### config.mk
export PLATFORM = sky130hd
export DESIGN_NAME = mesh_packet_framer_crc16_unit_flat
export DESIGN_NICKNAME = d
export VERILOG_FILES = /design/src/hw/rtl/mpf_pkg.sv /design/src/hw/rtl/mpf_stream_if.sv /design/src/hw/rtl/mesh_packet_framer_crc16_unit.sv /design/src/hw/rtl/mpf_crc16_step.sv /design/src/flat_wrapper.sv
export SDC_FILE = /design/constraint.sdc
export NUM_CORES = 1
export LEC_CHECK = 0
export ABC_AREA = 1
export BUFFER_PORTS_ARGS = -buffer_cell sky130_fd_sc_hd__buf_2
export CORE_UTILIZATION = 30
export CTS_CLUSTER_DIAMETER = 150
export DETAILED_ROUTE_END_ITERATION = 10
export PLACE_DENSITY = 0.59
export SYNTH_ARGS = -nofsm -noshare
export SYNTH_HDL_FRONTEND = slang
export SYNTH_SLANG_ARGS = --single-unit
### constraint.sdc
create_clock -name clock -period 6.1 [get_ports clock]
set_clock_uncertainty 0.1 [all_clocks]
set_input_delay 0.61 -clock clock [delete_from_list [all_inputs] [get_ports clock]]
set_output_delay 0.61 -clock clock [all_outputs]
set_load 0.02 [all_outputs]
### src/hw/rtl/mpf_pkg.sv
`timescale 1ns / 1ps
// ----------------------------------------------------------------------------
// mpf_pkg
// Shared types and constants for the mesh packet framer with CRC-16 trailer.
// ----------------------------------------------------------------------------
package mpf_pkg;

   localparam int NODE_W     = 32;
   localparam int BYTE_W     = 8;
   localparam int CRC_W      = 16;
   localparam int CSR_IDX_W  = 2;
   localparam int CSR_DATA_W = 32;

   localparam logic [CRC_W-1:0] CRC_INIT = 16'hFFFF;
   localparam logic [CRC_W-1:0] CRC_POLY = 16'hA001;

   typedef enum logic [CSR_IDX_W-1:0] {
      CSR_LOCAL_NODE     = 2'd0,
      CSR_CHANNEL_NUMBER = 2'd1
   } csr_index_type;

   typedef enum logic [3:0] {
      STEP_SRC0    = 4'd0,
      STEP_SRC1    = 4'd1,
      STEP_SRC2    = 4'd2,
      STEP_SRC3    = 4'd3,
      STEP_DST0    = 4'd4,
      STEP_DST1    = 4'd5,
      STEP_DST2    = 4'd6,
      STEP_DST3    = 4'd7,
      STEP_CHAN    = 4'd8,
      STEP_PAYLOAD = 4'd9,
      STEP_CRC_LO  = 4'd10,
      STEP_CRC_HI  = 4'd11
   } step_type;

   typedef struct packed {
      logic [BYTE_W-1:0] payload_byte;
      logic              byte_present;
      logic              last_item;
      logic [NODE_W-1:0] dest_node;
   } item_type;

   typedef struct packed {
      logic [BYTE_W-1:0] frame_byte;
      logic              frame_end;
   } result_type;

endpackage

### src/hw/rtl/mpf_stream_if.sv
`timescale 1ns / 1ps
// ----------------------------------------------------------------------------
// mpf_stream_if
// Valid/ready stream channel carrying one payload struct per transfer.
// ----------------------------------------------------------------------------
interface mpf_stream_if #(
   parameter type payload_type = logic
);
   logic        valid;
   logic        ready;
   payload_type payload;

   modport source (output valid, output payload, input ready);
   modport sink   (input valid, input payload, output ready);
endinterface

### src/hw/rtl/mesh_packet_framer_crc16_unit.sv
`timescale 1ns / 1ps
// ----------------------------------------------------------------------------
// mesh_packet_framer_crc16_unit
// Frames payload bytes into mesh packets with a CRC-16/MODBUS trailer.
// ----------------------------------------------------------------------------
// Usage:
//  req_chan carries payload items; rsp_chan carries framed bytes, one per
//  transfer. csr_* writes local_node (index 0) and channel_number (index 1);
//  write only while no packet is in flight.
//  The first item of a packet produces a 9-byte header (local node and
//  destination big-endian, then channel), then its payload byte if present.
//  An item marked last adds the CRC, low byte first; frame_end flags the
//  high byte. Items with neither a byte nor the last mark are dropped.
//  The first byte of an item passes through the item and output registers.
//  Throughput: one output byte per cycle while rsp_chan is ready; an item
//  emits 9 bytes for a header, 1 for a payload byte and 2 for the CRC. The byte
//  sequencer emits one byte per cycle and holds req_chan until the current
//  item's last byte leaves; the next item is taken in that same cycle.
//  Reset clears the item and output valid flags, closes any open packet and
//  sets the running CRC to 0xFFFF; local_node and channel_number return to zero.
//  When rsp_chan stalls, the output register holds and the sequencer waits.
// ----------------------------------------------------------------------------
module mesh_packet_framer_crc16_unit (
   input  logic                                clock,
   input  logic                                reset,
   mpf_stream_if.sink                          req_chan,
   mpf_stream_if.source                        rsp_chan,
   input  logic                                csr_wr_en,
   input  logic [mpf_pkg::CSR_IDX_W-1:0]       csr_index,
   input  logic [mpf_pkg::CSR_DATA_W-1:0]      csr_wr_data
);

   logic [mpf_pkg::NODE_W-1:0] local_node_ff;
   logic [mpf_pkg::BYTE_W-1:0] channel_ff;

   mpf_pkg::item_type          item_ff;
   logic                       item_valid_ff, item_valid_in;
   mpf_pkg::step_type          step_ff, step_in, step_next, step_start;
   logic                       inside_ff, inside_in;
   logic [mpf_pkg::CRC_W-1:0]  crc_ff, crc_in, crc_fed;

   mpf_pkg::result_type        rsp_ff;
   logic                       rsp_valid_ff;

   logic                       out_free, emit, item_done, accept, load;
   logic [mpf_pkg::BYTE_W-1:0] cur_byte;

   // configuration
   always_ff @(posedge clock) begin
      if (reset) begin
         local_node_ff <= '0;
         channel_ff    <= '0;
      end else if (csr_wr_en) begin
         case (mpf_pkg::csr_index_type'(csr_index))
            mpf_pkg::CSR_LOCAL_NODE:     local_node_ff <= csr_wr_data;
            mpf_pkg::CSR_CHANNEL_NUMBER: channel_ff <= csr_wr_data[mpf_pkg::BYTE_W-1:0];
            default: ;
         endcase
      end
   end

   // byte select
   always_comb begin
      case (step_ff)
         mpf_pkg::STEP_SRC0:    cur_byte = local_node_ff[31:24];
         mpf_pkg::STEP_SRC1:    cur_byte = local_node_ff[23:16];
         mpf_pkg::STEP_SRC2:    cur_byte = local_node_ff[15:8];
         mpf_pkg::STEP_SRC3:    cur_byte = local_node_ff[7:0];
         mpf_pkg::STEP_DST0:    cur_byte = item_ff.dest_node[31:24];
         mpf_pkg::STEP_DST1:    cur_byte = item_ff.dest_node[23:16];
         mpf_pkg::STEP_DST2:    cur_byte = item_ff.dest_node[15:8];
         mpf_pkg::STEP_DST3:    cur_byte = item_ff.dest_node[7:0];
         mpf_pkg::STEP_CHAN:    cur_byte = channel_ff;
         mpf_pkg::STEP_PAYLOAD: cur_byte = item_ff.payload_byte;
         mpf_pkg::STEP_CRC_LO:  cur_byte = crc_ff[7:0];
         mpf_pkg::STEP_CRC_HI:  cur_byte = crc_ff[15:8];
         default:               cur_byte = '0;
      endcase
   end

   mpf_crc16_step u_crc (
      .crc_cur   (crc_ff),
      .data_byte (cur_byte),
      .crc_nxt   (crc_fed)
   );

   // sequencing
   always_comb begin
      item_done = 1'b0;
      step_next = step_ff;
      case (step_ff)
         mpf_pkg::STEP_CHAN: begin
            if (item_ff.byte_present) begin
               step_next = mpf_pkg::STEP_PAYLOAD;
            end else if (item_ff.last_item) begin
               step_next = mpf_pkg::STEP_CRC_LO;
            end else begin
               item_done = 1'b1;
            end
         end
         mpf_pkg::STEP_PAYLOAD: begin
            if (item_ff.last_item) begin
               step_next = mpf_pkg::STEP_CRC_LO;
            end else begin
               item_done = 1'b1;
            end
         end
         mpf_pkg::STEP_CRC_LO: step_next = mpf_pkg::STEP_CRC_HI;
         mpf_pkg::STEP_CRC_HI: item_done = 1'b1;
         default:              step_next = mpf_pkg::step_type'(step_ff + 4'd1);
      endcase
   end

   assign out_free       = !rsp_valid_ff || rsp_chan.ready;
   assign emit           = item_valid_ff && out_free;
   assign req_chan.ready = !item_valid_ff || (emit && item_done);
   assign accept         = req_chan.valid && req_chan.ready;
   assign load           = accept && (req_chan.payload.byte_present ||
                                      req_chan.payload.last_item);

   always_comb begin
      inside_in = inside_ff;
      crc_in    = crc_ff;
      if (emit) begin
         if (step_ff == mpf_pkg::STEP_CRC_HI) begin
            inside_in = 1'b0;
            crc_in    = mpf_pkg::CRC_INIT;
         end else if (step_ff != mpf_pkg::STEP_CRC_LO) begin
            crc_in = crc_fed;
            if (step_ff == mpf_pkg::STEP_SRC0) begin
               inside_in = 1'b1;
            end
         end
      end
   end

   always_comb begin
      if (!inside_in) begin
         step_start = mpf_pkg::STEP_SRC0;
      end else if (req_chan.payload.byte_present) begin
         step_start = mpf_pkg::STEP_PAYLOAD;
      end else begin
         step_start = mpf_pkg::STEP_CRC_LO;
      end
   end

   always_comb begin
      item_valid_in = item_valid_ff;
      step_in       = step_ff;
      if (emit) begin
         step_in = step_next;
         if (item_done) begin
            item_valid_in = 1'b0;
         end
      end
      if (load) begin
         item_valid_in = 1'b1;
         step_in       = step_start;
      end
   end

   always_ff @(posedge clock) begin
      if (reset) begin
         item_valid_ff <= 1'b0;
         step_ff       <= mpf_pkg::STEP_SRC0;
         inside_ff     <= 1'b0;
         crc_ff        <= mpf_pkg::CRC_INIT;
         rsp_valid_ff  <= 1'b0;
      end else begin
         item_valid_ff <= item_valid_in;
         step_ff       <= step_in;
         inside_ff     <= inside_in;
         crc_ff        <= crc_in;
         if (out_free) begin
            rsp_valid_ff <= emit;
         end
      end
   end

   always_ff @(posedge clock) begin
      if (load) begin
         item_ff <= req_chan.payload;
      end
      if (emit) begin
         rsp_ff.frame_byte <= cur_byte;
         rsp_ff.frame_end  <= (step_ff == mpf_pkg::STEP_CRC_HI);
      end
   end

   assign rsp_chan.valid   = rsp_valid_ff;
   assign rsp_chan.payload = rsp_ff;

   // checks
   a_crc_idle_init: assert property (@(posedge clock) disable iff (reset)
      !inside_ff |-> crc_ff == mpf_pkg::CRC_INIT)
      else $error("crc not at init outside a packet");

   a_close_inside: assert property (@(posedge clock) disable iff (reset)
      item_valid_ff && step_ff == mpf_pkg::STEP_CRC_HI |-> inside_ff)
      else $error("crc trailer outside a packet");

   a_payload_present: assert property (@(posedge clock) disable iff (reset)
      item_valid_ff && step_ff == mpf_pkg::STEP_PAYLOAD |-> item_ff.byte_present)
      else $error("payload step without a byte");

   a_end_after_lo: assert property (@(posedge clock) disable iff (reset)
      emit && step_ff == mpf_pkg::STEP_CRC_LO |=> item_valid_ff &&
      step_ff == mpf_pkg::STEP_CRC_HI)
      else $error("crc high byte does not follow low byte");

endmodule

### src/hw/rtl/mpf_crc16_step.sv
`timescale 1ns / 1ps
// ----------------------------------------------------------------------------
// mpf_crc16_step
// One byte of reflected CRC-16 (poly 0xA001), bit-parallel.
// ----------------------------------------------------------------------------
module mpf_crc16_step (
   input  logic [mpf_pkg::CRC_W-1:0]  crc_cur,
   input  logic [mpf_pkg::BYTE_W-1:0] data_byte,
   output logic [mpf_pkg::CRC_W-1:0]  crc_nxt
);

   always_comb begin
      logic [mpf_pkg::CRC_W-1:0] c;
      c = crc_cur ^ {{(mpf_pkg::CRC_W-mpf_pkg::BYTE_W){1'b0}}, data_byte};
      for (int i = 0; i < mpf_pkg::BYTE_W; i++) begin
         if (c[0]) begin
            c = (c >> 1) ^ mpf_pkg::CRC_POLY;
         end else begin
            c = c >> 1;
         end
      end
      crc_nxt = c;
   end

endmodule

### src/flat_wrapper.sv
// flat-port wrapper written by rule: the top's interface ports become plain ports
module mesh_packet_framer_crc16_unit_flat 
  (clock, reset, csr_wr_en, csr_index, csr_wr_data, req_chan_valid, req_chan_payload, req_chan_ready, rsp_chan_valid, rsp_chan_payload, rsp_chan_ready);
  mpf_stream_if #(.payload_type(mpf_pkg::item_type)) req_chan_i ();
  mpf_stream_if #(.payload_type(mpf_pkg::result_type)) rsp_chan_i ();
  input  logic clock;
  input  logic reset;
  input  logic csr_wr_en;
  input  logic [mpf_pkg::CSR_IDX_W-1:0] csr_index;
  input  logic [mpf_pkg::CSR_DATA_W-1:0] csr_wr_data;
  input wire logic [$bits(req_chan_i.valid)-1:0] req_chan_valid;
  input wire logic [$bits(req_chan_i.payload)-1:0] req_chan_payload;
  output wire logic [$bits(req_chan_i.ready)-1:0] req_chan_ready;
  output wire logic [$bits(rsp_chan_i.valid)-1:0] rsp_chan_valid;
  output wire logic [$bits(rsp_chan_i.payload)-1:0] rsp_chan_payload;
  input wire logic [$bits(rsp_chan_i.ready)-1:0] rsp_chan_ready;
  assign req_chan_i.valid = req_chan_valid;
  assign req_chan_i.payload = req_chan_payload;
  assign req_chan_ready = req_chan_i.ready;
  assign rsp_chan_valid = rsp_chan_i.valid;
  assign rsp_chan_payload = rsp_chan_i.payload;
  assign rsp_chan_i.ready = rsp_chan_ready;
  mesh_packet_framer_crc16_unit u_core (.clock(clock), .reset(reset), .req_chan(req_chan_i), .rsp_chan(rsp_chan_i), .csr_wr_en(csr_wr_en), .csr_index(csr_index), .csr_wr_data(csr_wr_data));
endmodule
==> impl_metrics.csv, run 1 <==
group,metric,value,unit
logic_synthesis,synth_cells,660,
die,die_w,137,um
final_layout,fin_area,6640,um^2
sta,fin_setup_tns,0,ns
global_routing,grt_pass1_wl,23400,um
final_layout,final_util,38.0,%
final_layout,layout_common_cells,"nand2_1, nor2_1, buf_2",
sta,setup_slack,2.65,ns
sta,max_freq,289,MHz
hold_path,min_from,"req_chan_payload[26]",
logic_synthesis,synth_cell_types,33,
sta,rsz0062_at_grt,"false",
setup_path,crit_path_end_kind,"output port",
clock_network,clk_pin_slew,0.05,ns
clock_network,post_cts_buffers,0,
hold_path,hold_depth,1,
die,placementRows,48,
drt,detailroute.via_count,4701,
final_layout,instances_no_fill,984,
logic_synthesis,synth_fp_nets,745,
place,place_area,6050,um^2
pwr,p_per_area,333,nW/um^2
clock_network,cts_buffers,17,
setup_path,required,5.39,ns
setup_path,critPathLaunchType,"flop",
setup_path,worstPathArrival,2.74,ns
global_routing,grt_overflow,0,
pwr,power.total,2.21,mW
place,post-place-cells,952,
clock_network,cts_tree,"yes",
setup_path,max_stage_delay,0.83,ns
final_layout,drive_above_1_share,21.6,%
drt,drt_first_pass_iters,5,
sta,finalSetupViolCount,0,
drt,drt-total-wl,14600,um
clock_network,htree_num_levels,4,
sta,hold_viol,0,
pwr,sw_frac_of_total,28.0,%
place,place_hpwl,10400,um
die,die-height,137,um
pwr,combinationalPowerShare,15.6,%
pwr,pwr-share-seq,40.4,%
drt,drc_errors,0,
job,drv_cap,0,
pwr,pwr-share-clk,44.0,%
logic_synthesis,ys_ff_latch,114,
pwr,internal_power,1.59,mW
die,start_util,31.1,%
hold_path,hold_class,"input pin to flop",
drt,wl_per_cell,14.9,um
sta,maxSlewViolCount,0,
place,gpl.final_weighted_congestion,0.823,
setup_path,timing.rr.start,"u_core.step_ff[0]$_SDFFE_PP0P_",
global_routing,antenna_found_initial,0,
setup_path,path_max_fanout,21,
global_routing,grt_usage,16.9,%
final_layout,nNetsFinal,831,
clock_network,clock_latency,0.42,ns
setup_path,slowest_stage,"dfxtp_1",
clock_network,clock_path_buffers,2,
clock_network,ctsHoldBuffers,0,
sta,fin_crit_sh,56.6,%
setup_path,crit_type,"flop to output port",
setup_path,reg2reg_to,"u_core.step_ff[1]$_SDFFE_PP0P_",
clock_network,cts.sinks,114,
die,die_area,18700,um^2
clock_network,cts_resized,0,
logic_synthesis,syn_area_per_cell,8.25,um^2
place,dp_slack,2.69,ns
setup_path,r2r_slack,2.70,ns
die,core_area,17500,um^2
setup_path,crit_chain,"inv_2 > nand2_8 > nor2_4 > o21bai_1 > a311oi_1 > inv_1 > buf_2",
drt,drt_iter0_drc,354,
pwr,p_leak,3.03,nW
sta,period_minus_slack,3.45,ns
pwr,p_sw,0.618,mW
global_routing,grt_max_degree,52,
sta,tightest_slew,0.969,ns
logic_synthesis,syn_area,5440,um^2
hold_path,holdPathEnd,"u_core.item_ff[26]$_DFFE_PP_",
final_layout,synthToLayoutAreaGrowth,21.9,%
drt,ant_nets,0,
sta,whs,0.264,ns
final_layout,n_antenna_cell,0,
die,num_io_pins,92,
global_routing,grt_pass1_vias,4479,
setup_path,r2r_cells,15,
final_layout,layout_commonest_cell,"nand2_1",
pwr,peakVddDrop,203,uV
drt,viasPerCell,4.78,
logic_synthesis,synth_warnings,0,
run_status,status,"finished, final reports clean",
clock_network,cts_root_buf,"clkbuf_16",
sta,slew_headroom,35.3,%
place,portBuffers,91,
logic_synthesis,ys_seq_area_share,51.3,%
## how the worst max path moves through the flow
stage	start	endpoint	slack [ns]	cells past startpoint
after floorplan	rsp_chan_ready	u_core.step_ff[1]$_SDFFE_PP0P_	2.48	12
after global placement	u_core.step_ff[0]$_SDFFE_PP0P_	u_core.step_ff[1]$_SDFFE_PP0P_	2.80	15
after detailed placement	u_core.step_ff[0]$_SDFFE_PP0P_	u_core.step_ff[1]$_SDFFE_PP0P_	2.69	15
after CTS	u_core.step_ff[2]$_SDFFE_PP0P_	req_chan_ready	2.65	7
after global routing	u_core.step_ff[0]$_SDFFE_PP0P_	u_core.step_ff[1]$_SDFFE_PP0P_	2.32	15
final	u_core.step_ff[2]$_SDFFE_PP0P_	req_chan_ready	2.65	7
## cells in the mapped netlist (all sizes together)
library cell | number | area, um^2
a21oi | 28 | 140
edfxtp | 51 | 1530
o211ai | 2 | 15.0
o21ai | 59 | 295
nand3 | 65 | 365
xor2 | 2 | 17.5
ha | 4 | 50.1
nor2 | 112 | 499
a311oi | 1 | 8.76
o21bai | 1 | 7.51
buf | 13 | 100
a221oi | 3 | 26.3
nand2 | 150 | 599
o22ai | 7 | 43.8
a31oi | 1 | 6.26
inv | 44 | 165
clkbuf | 16 | 70.1
a211oi | 2 | 15.0
dfxtp | 63 | 1260
or2 | 1 | 6.26
nand4 | 35 | 219
## worst max-delay path, delay by kind of cell, from the launching register on
| family | cells | cell delay, ns |
|---|---|---|
| and+or+nand+nor | 2 | 0.24 |
| DFF | 1 | 0.83 |
| buffers and inverters | 3 | 0.63 |
| AOI/OAI and AO/OA | 2 | 0.63 |
## layout make-up
class / instances / area, um^2
clock buffer: 19 / 453
clock inverter: 13 / 131
fill: 1770 / 10800
inverter: 44 / 165
multi-input combinational: 473 / 2320
sequential: 114 / 2790
tap: 225 / 282
timing repair buffer: 96 / 493
## logic make-up after synthesis
kind of cell | count (synthesis) | share of synthesized area (%)
buf+inv | 73 | 6.16
fa+ha+maj | 4 | 0.920
xor+xnor | 2 | 0.322
compound gates | 104 | 10.3
simple gates | 363 | 31.0
flops | 114 | 51.3
## state kept, by name, indices dropped and copies added (netlist names)
signal and count:
u_core.rsp_chan.valid 1, u_core.rsp_chan.payload 9, u_core.local_node_ff 32, u_core.crc_ff 16, u_core.item_valid_ff 1, u_core.channel_ff 8
u_core.step_ff 4, u_core.inside_ff 1, u_core.item_ff 42
## routing by layer
metal / track usage, % / part of all wire (%)
met1: 22.1 / 47
met2: 26.5 / 45
met3: 4.26 / 5.3
met4: 7.28 / 2.3
met5: 0 / 0
## power by group through the flow
stage	Clock (mW)	Combinational, mW	Sequential [mW]
after floorplan	0	0.252	0.899
after global placement	0	0.338	0.907
after detailed placement	0	0.342	0.907
after CTS	0.991	0.346	0.891
after global routing	1.03	0.389	0.897
final	0.972	0.345	0.892
Power figures use the tool's default switching activity.
==> inputs of run 2 (changes only) <==
==> constraint.sdc (replaced) <==
create_clock -name clock -period 3.6 [get_ports clock]
set_clock_uncertainty 0.1 [all_clocks]
set_input_delay 0.36 -clock clock [delete_from_list [all_inputs] [get_ports clock]]
set_output_delay 0.36 -clock clock [all_outputs]
set_load 0.02 [all_outputs]
==> impl_metrics.csv, run 2 (synthesis results as in run 1) <==
group,metric,value,unit
run_status,status,"finished, final reports clean",
sta,period_minus_slack,3.21,ns
pwr,power.total,3.83,mW
place,post-place-cells,955,
final_layout,largest-register,"u_core.item_ff",
drt,topRoutingLayerUsed,"met4",
drt,drc_errors,0,
sta,max_freq,312,MHz
final_layout,synthToLayoutAreaGrowth,24.0,%
setup_path,slowest_stage,"dfxtp_1",
pwr,pwr-share-clk,45.2,%
final_layout,reg_top3,"u_core.item_ff (42), u_core.local_node_ff (32), u_core.crc_ff (16)",
clock_network,post_cts_buffers,0,
drt,wl_met2,6640,um
pwr,combinationalPowerShare,15.4,%
pwr,peakVddDrop,486,uV
clock_network,cts_tree,"yes",
drt,wl_per_cell,14.6,um
drt,viasPerCell,4.77,
sta,setup_slack,0.392,ns
clock_network,cts_root_buf,"clkbuf_16",
global_routing,grt_max_degree,33,
final_layout,layout_common_cells,"nand2_1, nor2_1, buf_2",
global_routing,grt_pass1_vias,4644,
clock_network,cts_resized,0,
global_routing,antenna_found_initial,0,
drt,drt-total-wl,14500,um
sta,finalSetupViolCount,0,
die,die_w,137,um
die,num_io_pins,92,
setup_path,required,3.14,ns
final_layout,n_antenna_cell,0,
die,core_area,17500,um^2
setup_path,crit_type,"flop to output port",
hold_path,hold_class,"input pin to flop",
die,die-height,137,um
place,dp_slack,0.537,ns
place,place_hpwl,10600,um
sta,slew_headroom,36.5,%
pwr,internal_power,2.79,mW
die,placementRows,48,
drt,wl_met3,906,um
sta,hold_viol,0,
drt,ant_nets,0,
clock_network,clk_pin_slew,0.05,ns
global_routing,grt_overflow,0,
setup_path,max_stage_delay,0.76,ns
die,die_area,18700,um^2
setup_path,crit_chain,"inv_2 > nor2_4 > nand2_2 > nor2_1 > a311oi_1 > inv_1 > buf_2",
drt,drt_first_pass_iters,4,
die,start_util,31.1,%
pwr,p_sw,1.04,mW
sta,whs,0.0141,ns
pwr,sw_frac_of_total,27.0,%
sta,maxSlewViolCount,0,
setup_path,critPathLaunchType,"flop",
drt,detailroute.via_count,4727,
clock_network,htree_num_levels,4,
final_layout,nNetsFinal,839,
final_layout,largest_reg_flops,42,
setup_path,worstPathArrival,2.75,ns
pwr,p_leak,3.09,nW
clock_network,cts_buffers,17,
clock_network,clock_latency,0.42,ns
pwr,p_per_area,568,nW/um^2
sta,tightest_slew,0.951,ns
drt,wl_met1,6570,um
setup_path,path_max_fanout,18,
place,gpl.final_weighted_congestion,0.852,
final_layout,instances_no_fill,992,
clock_network,clock_path_buffers,2,
final_layout,layout_commonest_cell,"nand2_1",
final_layout,final_util,38.6,%
pwr,pwr-share-seq,39.3,%
final_layout,fillers,1752,
global_routing,grt_usage,16.7,%
clock_network,cts.sinks,114,
final_layout,multi_input_area,2320,um^2
sta,fin_crit_sh,89.1,%
final_layout,regArea,2790,um^2
drt,drt_iter0_drc,353,
place,portBuffers,91,
clock_network,ctsHoldBuffers,5,
final_layout,drive_above_1_share,21.5,%
global_routing,grt_pass1_wl,23100,um
sta,fin_setup_tns,0,ns
sta,rsz0062_at_grt,"false",
job,drv_cap,0,
setup_path,crit_path_end_kind,"output port",
final_layout,fin_area,6750,um^2
place,place_area,6070,um^2
## run 2: worst paths after layout
path | from | to | slack (ns) | cells after the start
worst max register to register | u_core.step_ff[0]$_SDFFE_PP0P_ | u_core.crc_ff[0]$_SDFFE_PP1P_ | 0.50 | 15
worst min-delay path | req_chan_payload[23] | u_core.item_ff[23]$_DFFE_PP_ | 0.01 | 1
worst max-delay path | u_core.step_ff[3]$_SDFFE_PP0P_ | req_chan_ready | 0.39 | 7
worst min register to register | u_core.channel_ff[5]$_SDFFE_PP0P_ | u_core.channel_ff[5]$_SDFFE_PP0P_ | 0.35 | 2
## run 2: critical path: cells and delay by family (launching register included)
| kind | cells | cell delay, ns |
|---|---|---|
| buffers and inverters | 3 | 0.60 |
| AO/OA/AOI/OAI | 1 | 0.12 |
| flip-flops | 1 | 0.76 |
| AND/OR/NAND/NOR | 3 | 0.84 |
## run 2: final cells by class
cell class	instances	share of cell area, %
Timing Repair Buffer	104	8.38
Clock inverter	6	0.872
Sequential cell	114	41.4
Clock buffer	26	8.35
Multi-Input combinational cell	473	34.4
Tap cell	225	4.17
Inverter	44	2.45
## run 2: metal layers
metal	track usage, %	vias to the layer above
li1	-	2438
met1	21.2	2150
met2	26.6	115
met3	3.93	24
met4	8.40	0
met5	0	-
## run 2: power by group through the flow
| stage | combinational (mW) | sequential [mW] | clock [mW] |
|---|---|---|---|
| after floorplan | 0.427 | 1.52 | 0 |
| after global placement | 0.579 | 1.53 | 0 |
| after detailed placement | 0.586 | 1.53 | 0 |
| after CTS | 0.594 | 1.51 | 1.75 |
| after global routing | 0.672 | 1.52 | 1.81 |
| final | 0.592 | 1.51 | 1.73 |
==> inputs of run 3 (changes only) <==
--- a/config.mk
+++ b/config.mk
@@ -10,7 +10,7 @@
 export CORE_UTILIZATION = 30
 export CTS_CLUSTER_DIAMETER = 150
 export DETAILED_ROUTE_END_ITERATION = 10
-export PLACE_DENSITY = 0.59
+export PLACE_DENSITY = 0.61
 export SYNTH_ARGS = -nofsm -noshare
 export SYNTH_HDL_FRONTEND = slang
 export SYNTH_SLANG_ARGS = --single-unit
==> constraint.sdc (replaced) <==
create_clock -name clock -period 2.7 [get_ports clock]
set_clock_uncertainty 0.1 [all_clocks]
set_input_delay 0.27 -clock clock [delete_from_list [all_inputs] [get_ports clock]]
set_output_delay 0.27 -clock clock [all_outputs]
set_load 0.02 [all_outputs]
==> impl_metrics.csv, run 3 (synthesis results as in run 1) <==
group,metric,value,unit
run_status,status,"finished, final reports clean",
sta,hold_viol,0,
setup_path,crit_path_end_kind,"flop",
global_routing,grt_max_degree,49,
drt,wl_per_cell,15.2,um
clock_network,post_cts_buffers,0,
setup_path,r2r_slack,0.18,ns
final_layout,fillers,1689,
hold_path,holdPathEnd,"u_core.local_node_ff[0]$_SDFFE_PP0P_",
global_routing,grt_pass1_wl,26400,um
hold_path,min_from,"csr_wr_data[0]",
place,dp_slack,0.0818,ns
final_layout,nNetsFinal,927,
global_routing,grt_overflow,0,
global_routing,grt_usage,18.9,%
setup_path,timing.rr.start,"u_core.step_ff[1]$_SDFFE_PP0P_",
setup_path,reg2reg_to,"u_core.crc_ff[0]$_SDFFE_PP1P_",
sta,slew_headroom,39.6,%
job,drv_cap,0,
clock_network,clock_path_buffers,2,
drt,viasPerCell,4.85,
global_routing,antenna_found_initial,0,
drt,wl_met1,7020,um
setup_path,critPathLaunchType,"flop",
hold_path,hold_depth,3,
die,core_area,17500,um^2
place,place_hpwl,10800,um
drt,wl_met2,8180,um
die,num_io_pins,92,
die,placementRows,48,
drt,detailroute.via_count,5235,
clock_network,clock_latency,0.42,ns
sta,rsz0062_at_grt,"true",
setup_path,required,2.91,ns
die,die_area,18700,um^2
setup_path,r2r_cells,15,
drt,drc_errors,0,
setup_path,crit_type,"flop to flop",
drt,wl_met3,988,um
sta,period_minus_slack,2.52,ns
drt,drt_first_pass_iters,5,
sta,whs,0.0205,ns
final_layout,largest-register,"u_core.item_ff",
final_layout,layout_common_cells,"nand2_1, buf_2, nor2_1",
clock_network,cts_root_buf,"clkbuf_16",
sta,maxSlewViolCount,0,
setup_path,worstPathArrival,2.73,ns
sta,fin_setup_tns,0,ns
final_layout,synthToLayoutAreaGrowth,40.0,%
final_layout,largest_reg_flops,42,
setup_path,path_max_fanout,21,
die,die-height,137,um
final_layout,multi_input_area,2390,um^2
pwr,p_leak,3.48,nW
clock_network,cts.sinks,114,
global_routing,grt_pass1_vias,5268,
drt,ant_nets,0,
clock_network,htree_num_levels,4,
clock_network,cts_buffers,17,
drt,drt_iter0_drc,353,
drt,drt-total-wl,16400,um
place,portBuffers,91,
pwr,p_per_area,674,nW/um^2
sta,setup_slack,0.182,ns
die,die_w,137,um
die,start_util,31.1,%
clock_network,cts_tree,"yes",
sta,fin_crit_sh,93.2,%
final_layout,final_util,43.6,%
sta,max_freq,397,MHz
clock_network,clk_pin_slew,0.05,ns
final_layout,reg_top3,"u_core.item_ff (42), u_core.local_node_ff (32), u_core.crc_ff (16)",
final_layout,n_antenna_cell,0,
hold_path,hold_class,"input pin to flop",
final_layout,regArea,2800,um^2
pwr,peakVddDrop,489,uV
sta,tightest_slew,0.905,ns
place,gpl.final_weighted_congestion,0.836,
final_layout,drive_above_1_share,23.5,%
pwr,power.total,5.14,mW
final_layout,layout_commonest_cell,"nand2_1",
drt,topRoutingLayerUsed,"met4",
sta,finalSetupViolCount,0,
==> run 3: cell count changes in the layout (fill, tap and decap cells not counted), sizes merged <==
cell         delta
clkbuf          -2
inv             -1
bufinv          -1
dlygate4sd3    +67
buf            +21
clkinv          +4
==> run 3: worst max-delay path by stage <==
stage	from	endpoint	cells after the start
3_5_place_dp	u_core.step_ff[3]$_SDFFE_PP0P_	u_core.crc_ff[0]$_SDFFE_PP1P_	18
5_1_grt	u_core.step_ff[1]$_SDFFE_PP0P_	u_core.crc_ff[0]$_SDFFE_PP1P_	19
4_1_cts	u_core.step_ff[1]$_SDFFE_PP0P_	req_chan_ready	8
2_1_floorplan	u_core.step_ff[0]$_SDFFE_PP0P_	u_core.step_ff[1]$_SDFFE_PP0P_	12
6_report	u_core.step_ff[1]$_SDFFE_PP0P_	u_core.crc_ff[0]$_SDFFE_PP1P_	15
3_3_place_gp	u_core.step_ff[1]$_SDFFE_PP0P_	u_core.crc_ff[0]$_SDFFE_PP1P_	19
==> run 3: final cells by class <==
type                            count  area share [%]
Sequential cell                   114            36.7
Timing Repair Buffer              192            18.5
Inverter                           44            2.17
Tap cell                          225            3.69
Multi-Input combinational cell    473            31.3
Clock buffer                       24            7.04
Clock inverter                      8           0.558
==> run 3: report_power, final <==
group	switching, mW	total, mW	internal, mW
logic	0.571	0.957	0.387
clock network	0.793	2.17	1.38
registers	0.0727	2.01	1.94
==> run 3: metrics by stage <==
stage	instances	cell area, um^2
2_1_floorplan	660	5450
3_3_place_gp	976	6250
3_5_place_dp	976	6250
4_1_cts	1080	7550
5_1_grt	1080	7620
6_report	1080	7620
==> run 3: per-layer routing <==
metal  GRT usage (%)  vias to the layer above
li1                -                     2609
met1            22.4                     2439
met2            33.2                      163
met3            4.63                       24
met4            6.54                        0
met5               0                        -
==> run 3: worst max-delay path: stages, from the launching register on <==
cell and delay (ns):
dfxtp_2 0.37, inv_1 0.07, ha_1 0.23, buf_12 0.17, nand3_1 0.09, nand2_1 0.07
a221oi_1 0.33, nand3_1 0.19, xor2_1 0.17, buf_4 0.15, inv_1 0.09, nand3_1 0.11
nand3_1 0.09, nand3_1 0.07, nand2_1 0.06, nand2_1 0.04
==> run 3: repair_timing <==
item,in CTS,in global routing
hold endpoints to repair,72,0
hold buffers,72,0
gates resized for setup,0,22
endpoints found under the setup margin,0,44
